**src/rtl/mcfe_pkg.sv**
```systemverilog
package mcfe_pkg;

	localparam logic [7:0] HDR_BYTE0 = 8'hEF;
	localparam logic [7:0] HDR_BYTE1 = 8'hAA;
	localparam int         APB_ADDR_W = 3;
	localparam logic       REG_SCRAMBLE_ENABLE = 1'b0;

	typedef struct packed {
		logic            valid;
		logic            frame_end;
		logic [2:0]      last_idx;
		logic [7:0][7:0] data;
	} mcfe_bundle_t;

	function automatic logic [7:0] scramble_key(input logic [3:0] k);
		logic [7:0] v;
		case (k)
			4'd0:    v = 8'h65;
			4'd1:    v = 8'h66;
			4'd2:    v = 8'h36;
			4'd3:    v = 8'h61;
			4'd4:    v = 8'h30;
			4'd5:    v = 8'h32;
			4'd6:    v = 8'h32;
			4'd7:    v = 8'h39;
			4'd8:    v = 8'h64;
			4'd9:    v = 8'h64;
			4'd10:   v = 8'h34;
			4'd11:   v = 8'h39;
			4'd12:   v = 8'h30;
			4'd13:   v = 8'h39;
			4'd14:   v = 8'h62;
			4'd15:   v = 8'h37;
			default: v = 8'h00;
		endcase
		return v;
	endfunction

	function automatic logic [7:0] body_byte(input logic [7:0] b, input logic [3:0] k,
		input logic scr);
		logic [7:0] v;
		if (scr) begin
			v = ~(b ^ scramble_key(k));
		end else begin
			v = b;
		end
		return v;
	endfunction

endpackage

```
**src/rtl/mcfe_if.sv**
```systemverilog
interface mcfe_in_if;
	logic       valid;
	logic       ready;
	logic       is_header;
	logic [7:0] cmd_code;
	logic [7:0] param_count;
	logic [7:0] param_byte;

	modport source (output valid, output is_header, output cmd_code, output param_count,
		output param_byte, input ready);
	modport sink (input valid, input is_header, input cmd_code, input param_count,
		input param_byte, output ready);
endinterface

interface mcfe_out_if;
	logic       valid;
	logic       ready;
	logic [7:0] frame_byte;
	logic       frame_end;

	modport source (output valid, output frame_byte, output frame_end, input ready);
	modport sink (input valid, input frame_byte, input frame_end, output ready);
endinterface

```
**src/rtl/module_command_frame_encoder_unit.sv**
```systemverilog
// Channel   Dir  Payload                                         Handshake
// in_ch     in   is_header, cmd_code, param_count, param_byte    valid/ready
// out_ch    out  frame_byte, frame_end                           valid/ready
// apb       in   scramble_enable at word 0                       psel/penable, pready high
//
// An item is turned into all of its frame bytes in the cycle it is accepted and
// the bytes are held in a result register, then sent one per cycle while
// out_ch.ready is high. A header item gives five to eight frame bytes, a
// parameter item one or two.
// A new item is taken in the cycle the last byte of the previous one is taken.
// Reset clears the frame state, the mode register and the result register.
module module_command_frame_encoder_unit
	import mcfe_pkg::*;
(
	input  logic                  clk,
	input  logic                  arst_n,
	input  logic                  psel,
	input  logic                  penable,
	input  logic                  pwrite,
	input  logic [APB_ADDR_W-1:0] paddr,
	input  logic [31:0]           pwdata,
	output logic [31:0]           prdata,
	output logic                  pready,
	mcfe_in_if.sink               in_ch,
	mcfe_out_if.source            out_ch
);

	logic         scramble_q;
	mcfe_bundle_t bundle;
	mcfe_bundle_t bundle_q;
	logic [2:0]   idx_q;
	logic         busy_q;
	logic         out_fire;
	logic         out_last;
	logic         in_fire;

	assign pready = 1'b1;
	assign prdata = {31'b0, scramble_q};

	always_ff @(posedge clk or negedge arst_n) begin
		if (!arst_n) begin
			scramble_q <= 1'b0;
		end else if (psel && penable && pwrite && pready
			&& (paddr[APB_ADDR_W-1] == REG_SCRAMBLE_ENABLE)) begin
			scramble_q <= pwdata[0];
		end
	end

	assign out_last = (idx_q == bundle_q.last_idx);
	assign out_fire = out_ch.valid && out_ch.ready;
	assign in_ch.ready = !busy_q || (out_ch.ready && out_last);
	assign in_fire = in_ch.valid && in_ch.ready;

	mcfe_builder u_builder (
		.clk         (clk),
		.arst_n      (arst_n),
		.fire        (in_fire),
		.scr         (scramble_q),
		.is_header   (in_ch.is_header),
		.cmd_code    (in_ch.cmd_code),
		.param_count (in_ch.param_count),
		.param_byte  (in_ch.param_byte),
		.bundle      (bundle)
	);

	always_ff @(posedge clk or negedge arst_n) begin
		if (!arst_n) begin
			bundle_q <= '0;
			idx_q <= '0;
			busy_q <= 1'b0;
		end else begin
			if (in_fire && bundle.valid) begin
				bundle_q <= bundle;
				idx_q <= '0;
				busy_q <= 1'b1;
			end else if (out_fire) begin
				if (out_last) begin
					busy_q <= 1'b0;
				end else begin
					idx_q <= idx_q + 3'd1;
				end
			end
		end
	end

	assign out_ch.valid = busy_q;
	assign out_ch.frame_byte = bundle_q.data[idx_q];
	assign out_ch.frame_end = bundle_q.frame_end && out_last;

endmodule

```
**src/rtl/mcfe_builder.sv**
```systemverilog
module mcfe_builder
	import mcfe_pkg::*;
(
	input  logic         clk,
	input  logic         arst_n,
	input  logic         fire,
	input  logic         scr,
	input  logic         is_header,
	input  logic [7:0]   cmd_code,
	input  logic [7:0]   param_count,
	input  logic [7:0]   param_byte,
	output mcfe_bundle_t bundle
);

	logic [3:0] key_pos_q;
	logic [7:0] xor_q;
	logic [7:0] remaining_q;

	logic [3:0] key_pos_d;
	logic [7:0] xor_d;
	logic [7:0] remaining_d;
	logic [7:0] v0, v1, v2, vp;

	always_comb begin
		v0 = body_byte(cmd_code, 4'd0, scr);
		v1 = body_byte(8'h00, 4'd1, scr);
		v2 = body_byte(param_count, 4'd2, scr);
		vp = body_byte(param_byte, key_pos_q, scr);

		bundle = '0;
		key_pos_d = key_pos_q;
		xor_d = xor_q;
		remaining_d = remaining_q;

		if (is_header) begin
			key_pos_d = 4'd3;
			xor_d = v0 ^ v1 ^ v2;
			remaining_d = param_count;
			bundle.valid = 1'b1;
			bundle.frame_end = (param_count == 8'd0);
			bundle.data[0] = HDR_BYTE0;
			bundle.data[1] = HDR_BYTE1;
			if (scr) begin
				bundle.data[2] = 8'h00;
				bundle.data[3] = param_count + 8'd3;
				bundle.data[4] = v0;
				bundle.data[5] = v1;
				bundle.data[6] = v2;
				bundle.data[7] = v0 ^ v1 ^ v2;
				bundle.last_idx = (param_count == 8'd0) ? 3'd7 : 3'd6;
			end else begin
				bundle.data[2] = v0;
				bundle.data[3] = v1;
				bundle.data[4] = v2;
				bundle.data[5] = v0 ^ v1 ^ v2;
				bundle.last_idx = (param_count == 8'd0) ? 3'd5 : 3'd4;
			end
		end else if (remaining_q != 8'd0) begin
			key_pos_d = key_pos_q + 4'd1;
			xor_d = xor_q ^ vp;
			remaining_d = remaining_q - 8'd1;
			bundle.valid = 1'b1;
			bundle.frame_end = (remaining_q == 8'd1);
			bundle.data[0] = vp;
			bundle.data[1] = xor_q ^ vp;
			bundle.last_idx = (remaining_q == 8'd1) ? 3'd1 : 3'd0;
		end
	end

	always_ff @(posedge clk or negedge arst_n) begin
		if (!arst_n) begin
			key_pos_q <= '0;
			xor_q <= '0;
			remaining_q <= '0;
		end else if (fire) begin
			key_pos_q <= key_pos_d;
			xor_q <= xor_d;
			remaining_q <= remaining_d;
		end
	end

endmodule

```
**src/flat_wrapper.sv**
```systemverilog
// flat-port wrapper written by rule: the top's interface ports become plain ports
module module_command_frame_encoder_unit_flat import mcfe_pkg::*;
  (clk, arst_n, psel, penable, pwrite, paddr, pwdata, prdata, pready, in_ch_valid, in_ch_is_header, in_ch_cmd_code, in_ch_param_count, in_ch_param_byte, in_ch_ready, out_ch_valid, out_ch_frame_byte, out_ch_frame_end, out_ch_ready);
  mcfe_in_if in_ch_i ();
  mcfe_out_if out_ch_i ();
  input  logic clk;
  input  logic arst_n;
  input  logic psel;
  input  logic penable;
  input  logic pwrite;
  input  logic [APB_ADDR_W-1:0] paddr;
  input  logic [31:0] pwdata;
  output logic [31:0] prdata;
  output logic pready;
  input wire logic [$bits(in_ch_i.valid)-1:0] in_ch_valid;
  input wire logic [$bits(in_ch_i.is_header)-1:0] in_ch_is_header;
  input wire logic [$bits(in_ch_i.cmd_code)-1:0] in_ch_cmd_code;
  input wire logic [$bits(in_ch_i.param_count)-1:0] in_ch_param_count;
  input wire logic [$bits(in_ch_i.param_byte)-1:0] in_ch_param_byte;
  output wire logic [$bits(in_ch_i.ready)-1:0] in_ch_ready;
  output wire logic [$bits(out_ch_i.valid)-1:0] out_ch_valid;
  output wire logic [$bits(out_ch_i.frame_byte)-1:0] out_ch_frame_byte;
  output wire logic [$bits(out_ch_i.frame_end)-1:0] out_ch_frame_end;
  input wire logic [$bits(out_ch_i.ready)-1:0] out_ch_ready;
  assign in_ch_i.valid = in_ch_valid;
  assign in_ch_i.is_header = in_ch_is_header;
  assign in_ch_i.cmd_code = in_ch_cmd_code;
  assign in_ch_i.param_count = in_ch_param_count;
  assign in_ch_i.param_byte = in_ch_param_byte;
  assign in_ch_ready = in_ch_i.ready;
  assign out_ch_valid = out_ch_i.valid;
  assign out_ch_frame_byte = out_ch_i.frame_byte;
  assign out_ch_frame_end = out_ch_i.frame_end;
  assign out_ch_i.ready = out_ch_ready;
  module_command_frame_encoder_unit u_core (.clk(clk), .arst_n(arst_n), .psel(psel), .penable(penable), .pwrite(pwrite), .paddr(paddr), .pwdata(pwdata), .prdata(prdata), .pready(pready), .in_ch(in_ch_i), .out_ch(out_ch_i));
endmodule
```
**config.mk**
```make
export PLATFORM = sky130hd
export DESIGN_NAME = module_command_frame_encoder_unit_flat
export DESIGN_NICKNAME = d
export VERILOG_FILES = /design/src/rtl/mcfe_pkg.sv /design/src/rtl/mcfe_if.sv /design/src/rtl/module_command_frame_encoder_unit.sv /design/src/rtl/mcfe_builder.sv /design/src/flat_wrapper.sv
export SDC_FILE = /design/constraint.sdc
export NUM_CORES = 1
export LEC_CHECK = 0
export BUFFER_PORTS_ARGS = -buffer_cell sky130_fd_sc_hd__buf_2
export CORE_MARGIN = 4
export CORE_UTILIZATION = 40
export CTS_BUF_LIST = sky130_fd_sc_hd__clkbuf_8
export DETAILED_ROUTE_END_ITERATION = 8
export SYNTH_ARGS = -nofsm -noshare
export SYNTH_HDL_FRONTEND = slang
export SYNTH_SLANG_ARGS = --single-unit
export TNS_END_PERCENT = 1
```
**constraint.sdc**
```tcl
create_clock -name clk -period 3.85 [get_ports clk]
set_input_delay 0.1925 -clock clk [delete_from_list [all_inputs] [get_ports clk]]
set_output_delay 0.1925 -clock clk [all_outputs]
set_load 0.05 [all_outputs]
```
# After elaboration in Yosys (flattened, before gate mapping)
# Memories as Yosys holds them, arrays and structs flattened.
# Cells that the tools add are included.
word_totals:
  regBits: 93
  rom_bits: 96
  input_bits: 67
  output_inout_bits: 44
  elab_cells: 87
  mem_count: 1
classes:
  n_addsub: 4
  magnitude_cmp: 1
  eq_ne: 3
  n_mux: 33
  bitwise_logic: 11
  reduce_logical: 18
memory_table:
  columns: ["name", "depth", "width", "rd", "rd_clocked_by_memory_dff", "write_ports", "line", "rtl"]
  rows:
  - ["(name not given)", 16, 6, 1, 0, 0, "mcfe_pkg.sv:17", "case (k)"]
op_table:
  columns: ["operator", "count"]
  rows:
  - ["8-bit two-way mux", 13]
  - ["16-bit two-way mux", 3]
  - ["48-bit two-way mux", 1]
  - ["8-bit bitwise XOR", 6]
  - ["32-bit two-way mux", 1]
  - ["8-bit inverter", 4]
  - ["8-bit binary-select mux with 3-bit select", 1]
  - ["5-bit two-way mux", 2]
  - ["3-bit two-way mux", 3]
  - ["8-bit by 2-bit adder with 8-bit output (second input constant)", 1]
  - ["8-bit by 1-bit == test with 1-bit output (second input constant)", 1]
  - ["1-bit logical AND", 8]
  - ["8-bit zero test", 1]
  - ["4-bit two-way mux", 2]
  - ["8-bit nonzero test", 1]
  - ["8-bit by 1-bit subtractor with 8-bit output (second input constant)", 1]
  - ["1-bit two-way mux", 6]
  - ["2-bit AND reduction", 3]
  - ["2-bit nonzero test", 3]
  - ["4-bit by 1-bit adder with 4-bit output (second input constant)", 1]
  - ["3-bit by 4-bit less-than comparator with 1-bit output (second input constant)", 1]
  - ["3-bit by 1-bit adder with 3-bit output (second input constant)", 1]
  - ["3-bit == test", 1]
  - ["2-bit two-way mux", 1]
  - ["4 further kinds", 4]

# Logic depth before layout (Yosys ltp)
# Gate-level depths: netlist of run 1.
depth:
  word_depth: 8
  mapped_depth: 8

# Modules after synthesis
# From an unflattened synthesis of run 1, not the netlist that was laid out.
hier_totals:
  cells_unflattened: 561
  hier_area_um2: 6336.1
modules_own_cells:
  columns: ["mod", "n_inst", "cells_per_inst", "area_each_um2", "seq_area_each_um2"]
  rows:
  - ["module_command_frame_encoder_unit", 1, 238, 3952.5, 1826.8]
  - ["mcfe_builder", 1, 323, 2383.5, 500.5]

# Worst setup path before layout of run 1
# Ideal clock, no wire load.
synth_timing:
  kind: "reg-to-reg"
  startpoint: "register u_core.idx_q[1]"
  endpoint: "register u_core.u_builder.remaining_q[4]"
  arrival_ns: 1.836
  required_time_ns: 3.723
  slack_ns: 1.887
  stages_incl_launch_ff: 9
  cell_sequence: "dfrtp_1 buf_6 xor2_1 o41ai_4 buf_4 nand2_2 buf_2 o211ai_1 o21ai_1"
synth_via:
  elab_chain_len: 5
synth_lines:
  columns: ["item", "line", "rtl"]
  rows:
  - ["start, declared", "module_command_frame_encoder_unit.sv:31", "logic [2:0] idx_q;"]
  - ["start signal, assigned", "module_command_frame_encoder_unit.sv:80", "idx_q <= idx_q + 3'd1;"]
  - ["3-bit == test", "module_command_frame_encoder_unit.sv:49", "assign out_last = (idx_q == bundle_q.last_idx);"]
  - ["1-bit logical AND", "module_command_frame_encoder_unit.sv:51", "assign in_ch.ready = !busy_q || (out_ch.ready && out_last);"]
  - ["1-bit logical OR", "module_command_frame_encoder_unit.sv:51", null]
  - ["1-bit logical AND", "module_command_frame_encoder_unit.sv:52", "assign in_fire = in_ch.valid && in_ch.ready;"]
  - ["2-bit AND reduction (no source line)", null, null]
  - ["end signal, assigned", "mcfe_builder.sv:78", "remaining_q <= remaining_d;"]
  - ["end, declared", "mcfe_builder.sv:17", "logic [7:0] remaining_q;"]
# Every way passes these cells.
# A chain may end at the register's enable or synchronous reset.

# Worst setup path in the final report of run 1
layout_timing:
  startpoint: "register u_core.idx_q[1]"
  endpoint: "register u_core.bundle_q[26] (netlist name)"
layout_via:
  elab_chain_len: 5
layout_lines:
  columns: ["item", "line", "rtl"]
  rows:
  - ["3-bit == test", "module_command_frame_encoder_unit.sv:49", null]
  - ["1-bit logical AND", "module_command_frame_encoder_unit.sv:51", null]
  - ["1-bit logical OR", "module_command_frame_encoder_unit.sv:51", null]
  - ["1-bit logical AND", "module_command_frame_encoder_unit.sv:52", null]
  - ["1-bit logical AND", "module_command_frame_encoder_unit.sv:72", "if (in_fire && bundle.valid) begin"]
  - ["end signal, assigned", "module_command_frame_encoder_unit.sv:73", "bundle_q <= bundle;"]
  - ["end, declared", "module_command_frame_encoder_unit.sv:30", "mcfe_bundle_t bundle_q;"]
# Every way passes these cells.

==> flow_summary.toml, run 1 <==
[power]
pwr-share-clk_pct = 13.6
p_switching_uw = 2210
switching_share_pct = 45.2
pwr-share-seq_pct = 35.3
p_comb_share_pct = 51.1
ir_drop_uv = 233
p_per_area_nw_per_um2 = 841
p_int_uw = 2680
p_leak_uw = 0.00263

[timing]
clock_skew_ps = 17.6
postLayoutSetupSlackWorst_ps = 1150
slew_violations = 0
fin_setup_tns_ps = 0
timing.final.crit_period_ps = 2700
worstMarginPinSlew_ps = 825
max_freq_mhz = 370
min_period_over_period_pct = 70.2
rsz0062_at_grt = "false"
setup_viol = 0
finalHoldViolCount = 0
relSlewSlack_pct = 45.0

[cts]
cts-root-buf = "clkbuf_8"
cts_sinks = 91
clk_latency_ps = 380
cts_buffers = 9
clk_path_buf_depth = 2
cts_tree = "done"
clk_transition_reported_paths_ps = 90
h-tree-depth = 3

[synth]
yosys_warnings = 0
synth.top_cells.by_count = "dfrtp_1, nand2_1, buf_4, o21ai_0"
synth-edff-count = 0
syn_area_per_cell_um2 = 10.2
yosys.area.top_type_share_pct = 42.6
synth_area_leaders = "dfrtp_1, mux4_2, buf_4"
synthArstFlopShare_pct = 100
yosysMostFrequentCell = "dfrtp_1"
synth_area_um2 = 5350
ys_ff_latch = 91
yosysUniqueCellTypes = 58
synth_area_leader_cell = "dfrtp_1"
yosys_most_used_dff = "dfrtp_1"
ys_seq_area_share_pct = 42.6
synthesis.instances = 526

[critical_path]
crit_arrival_ps = 2990
cp.buffers_inverters = 2
crit_path_max_fanout = 18
cp_cell_sequence = "buf_4 -> xor2_1 -> o41ai_4 -> buf_4 -> and2_0 -> nand2_1 -> o21ai_0"
slowest_delay_ps = 420
cpMostUsedCell = "buf_4"
crit_required_ps = 4130
cp_slowest_cell = "nand2_1"
cp_top_family = "simple AND/OR/NAND/NOR gates"
critPathLaunchType = "flip-flop"
setup.worst_path.end_class = "flip-flop"
worstSetupPathType = "reg2reg"

[final_layout]
drive_above_1_share_pct = 18.9
fillCellCount = 1261
fin_util_pct = 45.2
n_antenna_cell = 0
nets = 645
design_area_um2 = 5820
multiInputGateArea_um2 = 2720
area_growth_pct = 8.70
regArea_um2 = 2280

[global_routing]
antenna_found_initial = 0
grt_start_max_net_pins = 65
grt_pass1_vias = 3981
grt_usage_pct = 18.9
overflow = 0
grt_pass1_wl_um = 21900

[detailed_routing]
post_drt_wl_per_cell_um = 18.4
via_per_inst = 5.50
first_pass_iters = 4
drt-total-wl_um = 13600
vias = 4057
drt_iter0_drc = 290
drtAntennaViolNets = 0
drc_errors = 0

[placed_design]
port_buffers = 45
place_area_um2 = 5610
hpwl_um = 9580
place_ws_ps = 1140
globalplace.congestion = 0.808

[die]
die_h_um = 124
die-area_um2 = 15300
io_pins = 111
core_um2 = 12900
die_x_um = 124
fp-row-count = 41
start_util_pct = 41.6

[outcome]
status = "complete, no violations"

[min_path]
hold_path.class = "in2reg"

[job]
max_cap_viol_count = 0
## metrics by stage
| stage | instances | total power (uW) | hold slack, ps |
|---|---|---|---|
| after floorplan | 556 | 3680 | -103 |
| after global placement | 721 | 4170 | 350 |
| after detailed placement | 721 | 4240 | 350 |
| after CTS | 738 | 4920 | 22.2 |
| after global routing | 738 | 5260 | 42.3 |
| final | 738 | 4890 | 40.0 |
## power by group through the flow
stage	combinational, uW	sequential, uW	clock, uW
floorplan	2040	1640	0
detailed placement	2510	1730	0
global placement	2460	1720	0
finish	2500	1730	664
CTS	2520	1720	686
global route	2740	1780	735
## kinds of logic (layout without fill, tap and decap cells)
group,Yosys count,count (layout),synth area share [%]
adder cells (fa/ha/maj),17,17,3.97
AO/OA/AOI/OAI,115,115,14.8
XOR/XNOR,34,34,5.70
AND/OR/NAND/NOR,147,147,13.0
other,2,32,0.140
buffers and inverters,81,91,8.77
multiplexers,39,39,11.0
flip-flops,91,91,42.6
## timing repair
item,CTS,global route
setup buffers,0,0
hold buffers,1,0
endpoints found under the hold margin,63,0
resized for setup,0,0
endpoints found under the setup margin,0,0
## cell usage in the layout (no fill, tap or decap), drive strengths merged, types with 4 or more instances in the layout
cell type / instances
mux2i: 14
a21oi: 14
nand3: 10
a22o: 23
nor2: 24
nor3: 8
a31oi: 4
dfrtp: 91
xnor2: 22
o31ai: 5
clkbuf: 9
nand2: 68
or4: 5
nand3b: 4
nand4: 5
o21ai: 37
o22ai: 4
xor2: 12
inv: 14
mux2: 10
conb: 32
o211ai: 9
ha: 17
buf: 61
mux4: 15
nor4: 5
## final timing paths
kind,from,to,slack [ps],depth (start not counted)
worst max-delay path,u_core.idx_q[1],u_core.bundle_q[26],1150,7
worst min-delay path,pwdata[0],u_core.scramble_q,40,3
worst max register to register,u_core.idx_q[1],u_core.bundle_q[26],1150,7
worst min register to register,u_core.bundle_q[36],u_core.bundle_q[36],470,2
max in group asynchronous,arst_n,u_core.bundle_q[64],2490,3
min in group asynchronous,arst_n,u_core.bundle_q[52],460,2
## final cells by class
type,count,area share [%]
clock buffers,9,2.13
clock inverters,7,1.31
inverters,13,0.839
multi-input cells,384,46.7
flip-flops and latches,91,39.1
well taps,172,3.70
repair buffers,62,6.15
## flip-flops by register name, summed over array words and instances (netlist names)
name / count
u_core.u_builder.xor_q: 8
u_core.out_ch.valid: 1
u_core.u_builder.key_pos_q: 4
u_core.scramble_q: 1
u_core.idx_q: 3
u_core.u_builder.remaining_q: 8
u_core.bundle_q: 66
## worst reg2reg max path, cell delays in order (launching register included)
cell and delay, ps:
dfrtp_1 370, buf_4 220, xor2_1 250, o41ai_4 370, buf_4 280, and2_0 420
nand2_1 420, o21ai_0 300
## metal layers
metal | GRT usage [%] | vias to the layer above | routed length (um)
li1 | - | 1880 | -
met1 | 27.9 | 2038 | 6480
met2 | 28.4 | 127 | 6140
met3 | 2.91 | 12 | 736
met4 | 6.16 | 0 | 191
met5 | 0 | - | 0
Note: power is estimated with default switching activity, not from simulation.
==> run 2: changes to the inputs <==
--- a/config.mk
+++ b/config.mk
@@ -5,6 +5,7 @@
 export SDC_FILE = /design/constraint.sdc
 export NUM_CORES = 1
 export LEC_CHECK = 0
+export ABC_AREA = 1
 export BUFFER_PORTS_ARGS = -buffer_cell sky130_fd_sc_hd__buf_2
 export CORE_MARGIN = 4
 export CORE_UTILIZATION = 40
==> constraint.sdc (replaced) <==
create_clock -name clk -period 2.2 [get_ports clk]
set_input_delay 0.11 -clock clk [delete_from_list [all_inputs] [get_ports clk]]
set_output_delay 0.11 -clock clk [all_outputs]
set_load 0.05 [all_outputs]
==> run 2 against run 1 <==
Compared with the run above:
- synthesized cell count rose by 40%
- sequential share of layout area shrank 2.0 points
- hold slack got worse by 4.9 ps
- synthesized area increased by 3.0%
- clock power up 100%
- critical endpoint is now out_ch_frame_byte[6]
- die area is 2.8% higher
- clock-buffer cell count rose by 2
==> flow_summary.toml, run 2 <==
[detailed_routing]
first_pass_iters = 5
post_drt_wl_per_cell_um = 15.7
drt_iter0_drc = 461
drtAntennaViolNets = 0
drt-total-wl_um = 15000
via_per_inst = 5.08
drc_errors = 0
vias = 4861

[timing]
finalHoldViolCount = 0
timing.final.crit_period_ps = 2090
worstMarginPinSlew_ps = 584
max_freq_mhz = 479
fin_setup_tns_ps = 0
rsz0062_at_grt = "false"
setup_viol = 0
min_period_over_period_pct = 94.8
relSlewSlack_pct = 61.0
clock_skew_ps = 11.6
slew_violations = 0

[cts]
cts-root-buf = "clkbuf_8"
cts_buffers = 9
cts_tree = "done"
h-tree-depth = 3
postCtsSetupRepairBufs = 0
clk_path_buf_depth = 2
clk_transition_reported_paths_ps = 90
cts_sinks = 91
clk_latency_ps = 390

[critical_path]
crit_required_ps = 2090
critPathLaunchType = "flip-flop"
cp.depth = 6
cp_top_family = "compound AO/OA/AOI/OAI gates"
cpMostUsedCell = "buf_4"
crit_path_max_fanout = 14
setup.worst_path.end_class = "output port"
crit_arrival_ps = 1980
cp.buffers_inverters = 2
cp_cell_sequence = "buf_4 -> o21ai_0 -> o22ai_1 -> nor2_1 -> a31oi_1 -> buf_4"
worstSetupPathType = "reg2out"
slowest_delay_ps = 440
reg2reg_depth = 9
cp_slowest_cell = "dfrtp_1"

[die]
core_um2 = 13300
start_util_pct = 41.3
die-area_um2 = 15700
fp-row-count = 42
die_h_um = 125
die_x_um = 125
io_pins = 111

[synth]
syn_area_per_cell_um2 = 7.50
synthArstFlopShare_pct = 100
synth-edff-count = 0
synth_area_leaders = "dfrtp_1, nand2_1, o21ai_0"
yosysMostFrequentCell = "nand2_1"
synth.top_cells.by_count = "nand2_1, o21ai_0, dfrtp_1, inv_1, nor2_1"
synth_area_um2 = 5510
synth_area_leader_cell = "dfrtp_1"
ys_seq_area_share_pct = 41.3
yosys_warnings = 0
yosysUniqueCellTypes = 37
yosys.area.top_type_share_pct = 41.3
synthesis.instances = 735
ys_ff_latch = 91
yosys_most_used_dff = "dfrtp_1"

[final_layout]
area_growth_pct = 11.3
design_area_um2 = 6140
top_regs = "u_core.bundle_q (66), u_core.u_builder.remaining_q (8), u_core.u_builder.xor_q (8)"
n_antenna_cell = 0
final_cell_mix = "nand2_1, o21ai_0, dfrtp_1"
nets = 859
largest_reg_flops = 66
final_common_cell = "nand2_1"
regMostFlops = "u_core.bundle_q"
drive_above_1_share_pct = 11.2

[min_path]
hold_path.class = "in2reg"
hold_depth = 3

[power]
p_per_area_nw_per_um2 = 1440
p_leak_uw = 0.00309
total_power_uw = 8820
ir_drop_uv = 468

[placed_design]
place_area_um2 = 5800
globalplace.congestion = 0.833
port_buffers = 45
hpwl_um = 10500

[global_routing]
grt_pass1_wl_um = 24700
overflow = 0
antenna_found_initial = 0
grt_pass1_vias = 4717
grt_usage_pct = 19.5
grt_start_max_net_pins = 59

[job]
max_cap_viol_count = 0

[outcome]
status = "complete, no violations"
-- run 2: changes by cell type in the layout (fill, tap and decap cells not counted), sizes merged, moves of 13 or more --
cell	before	now
a22o	23	0
o21ai	37	115
inv	14	68
mux4	15	0
xnor2	22	9
nand3	10	35
nor2	24	44
mux2i	14	0
nand2	68	198
a21oi	14	35
-- run 2: cell type report --
| type | instances | area [um^2] |
|---|---|---|
| inverter | 68 | 258 |
| clock buffer | 11 | 151 |
| fill | 1369 | 7210 |
| timing repair buffer | 70 | 502 |
| tap | 176 | 220 |
| multi-input combinational | 535 | 2650 |
| sequential | 91 | 2280 |
| clock inverter | 5 | 76.3 |
-- run 2: report_power, final --
group | leakage (uW) | switching [uW] | internal [uW] | total [uW]
Clock | 0.000117 | 630 | 697 | 1330
Combinational | 0.00182 | 3250 | 1460 | 4710
Sequential | 0.00116 | 406 | 2380 | 2790
Total | 0.00309 | 4280 | 4540 | 8820
-- run 2: final timing paths --
path	startpoint	endpoint	slack, ps
worst max-delay path	u_core.idx_q[1]	out_ch_frame_byte[6]	110
worst min-delay path	in_ch_param_count[2]	u_core.bundle_q[50]	40
worst max register to register	u_core.u_builder.remaining_q[0]	u_core.u_builder.xor_q[4]	320
worst min register to register	u_core.bundle_q[63]	u_core.bundle_q[63]	480
max in group asynchronous	arst_n	u_core.bundle_q[49]	1280
min in group asynchronous	arst_n	u_core.u_builder.key_pos_q[1]	260
-- run 2: kinds of logic after synthesis --
| group | Yosys count | synth area share [%] |
|---|---|---|
| AND/OR/NAND/NOR | 294 | 22.2 |
| XOR/XNOR | 24 | 3.95 |
| buffers and inverters | 139 | 12.6 |
| flip-flops | 91 | 41.3 |
| adder cells (fa/ha/maj) | 17 | 3.86 |
| other | 2 | 0.136 |
| AO/OA/AOI/OAI | 168 | 15.9 |
-- run 2: routing by layer --
metal  track usage, %  vias up  routed length (um)
met5                0        -                   0
met4             7.72        0                 296
met3             2.99       21                 631
met2             30.9      136                7040
met1             26.7     2313                7020
li1                 -     2391                   -
-- run 2: what timing repair did --
action	CTS	global route
cloned	0	0
setup endpoints to repair	1	7
pin swaps	0	0
hold buffers	9	0
hold endpoints to repair	47	0
gates resized for setup	1	9
-- run 2: metrics by stage --
stage                     hold slack [ps]  instances  worst slack [ps]  utilization, %
after floorplan                      -186        765              37.5               -
after global placement                139        931               351            43.5
final                                35.1        956               114            46.0
after CTS                            9.21        956              4.89            45.9
after global routing                 30.4        956              13.9            46.0
after detailed placement              147        931               317            43.5
-- run 2: worst min-delay path, stage by stage --
cell and delay [ps]:
buf_2 140, nand2_1 70, o21ai_0 60
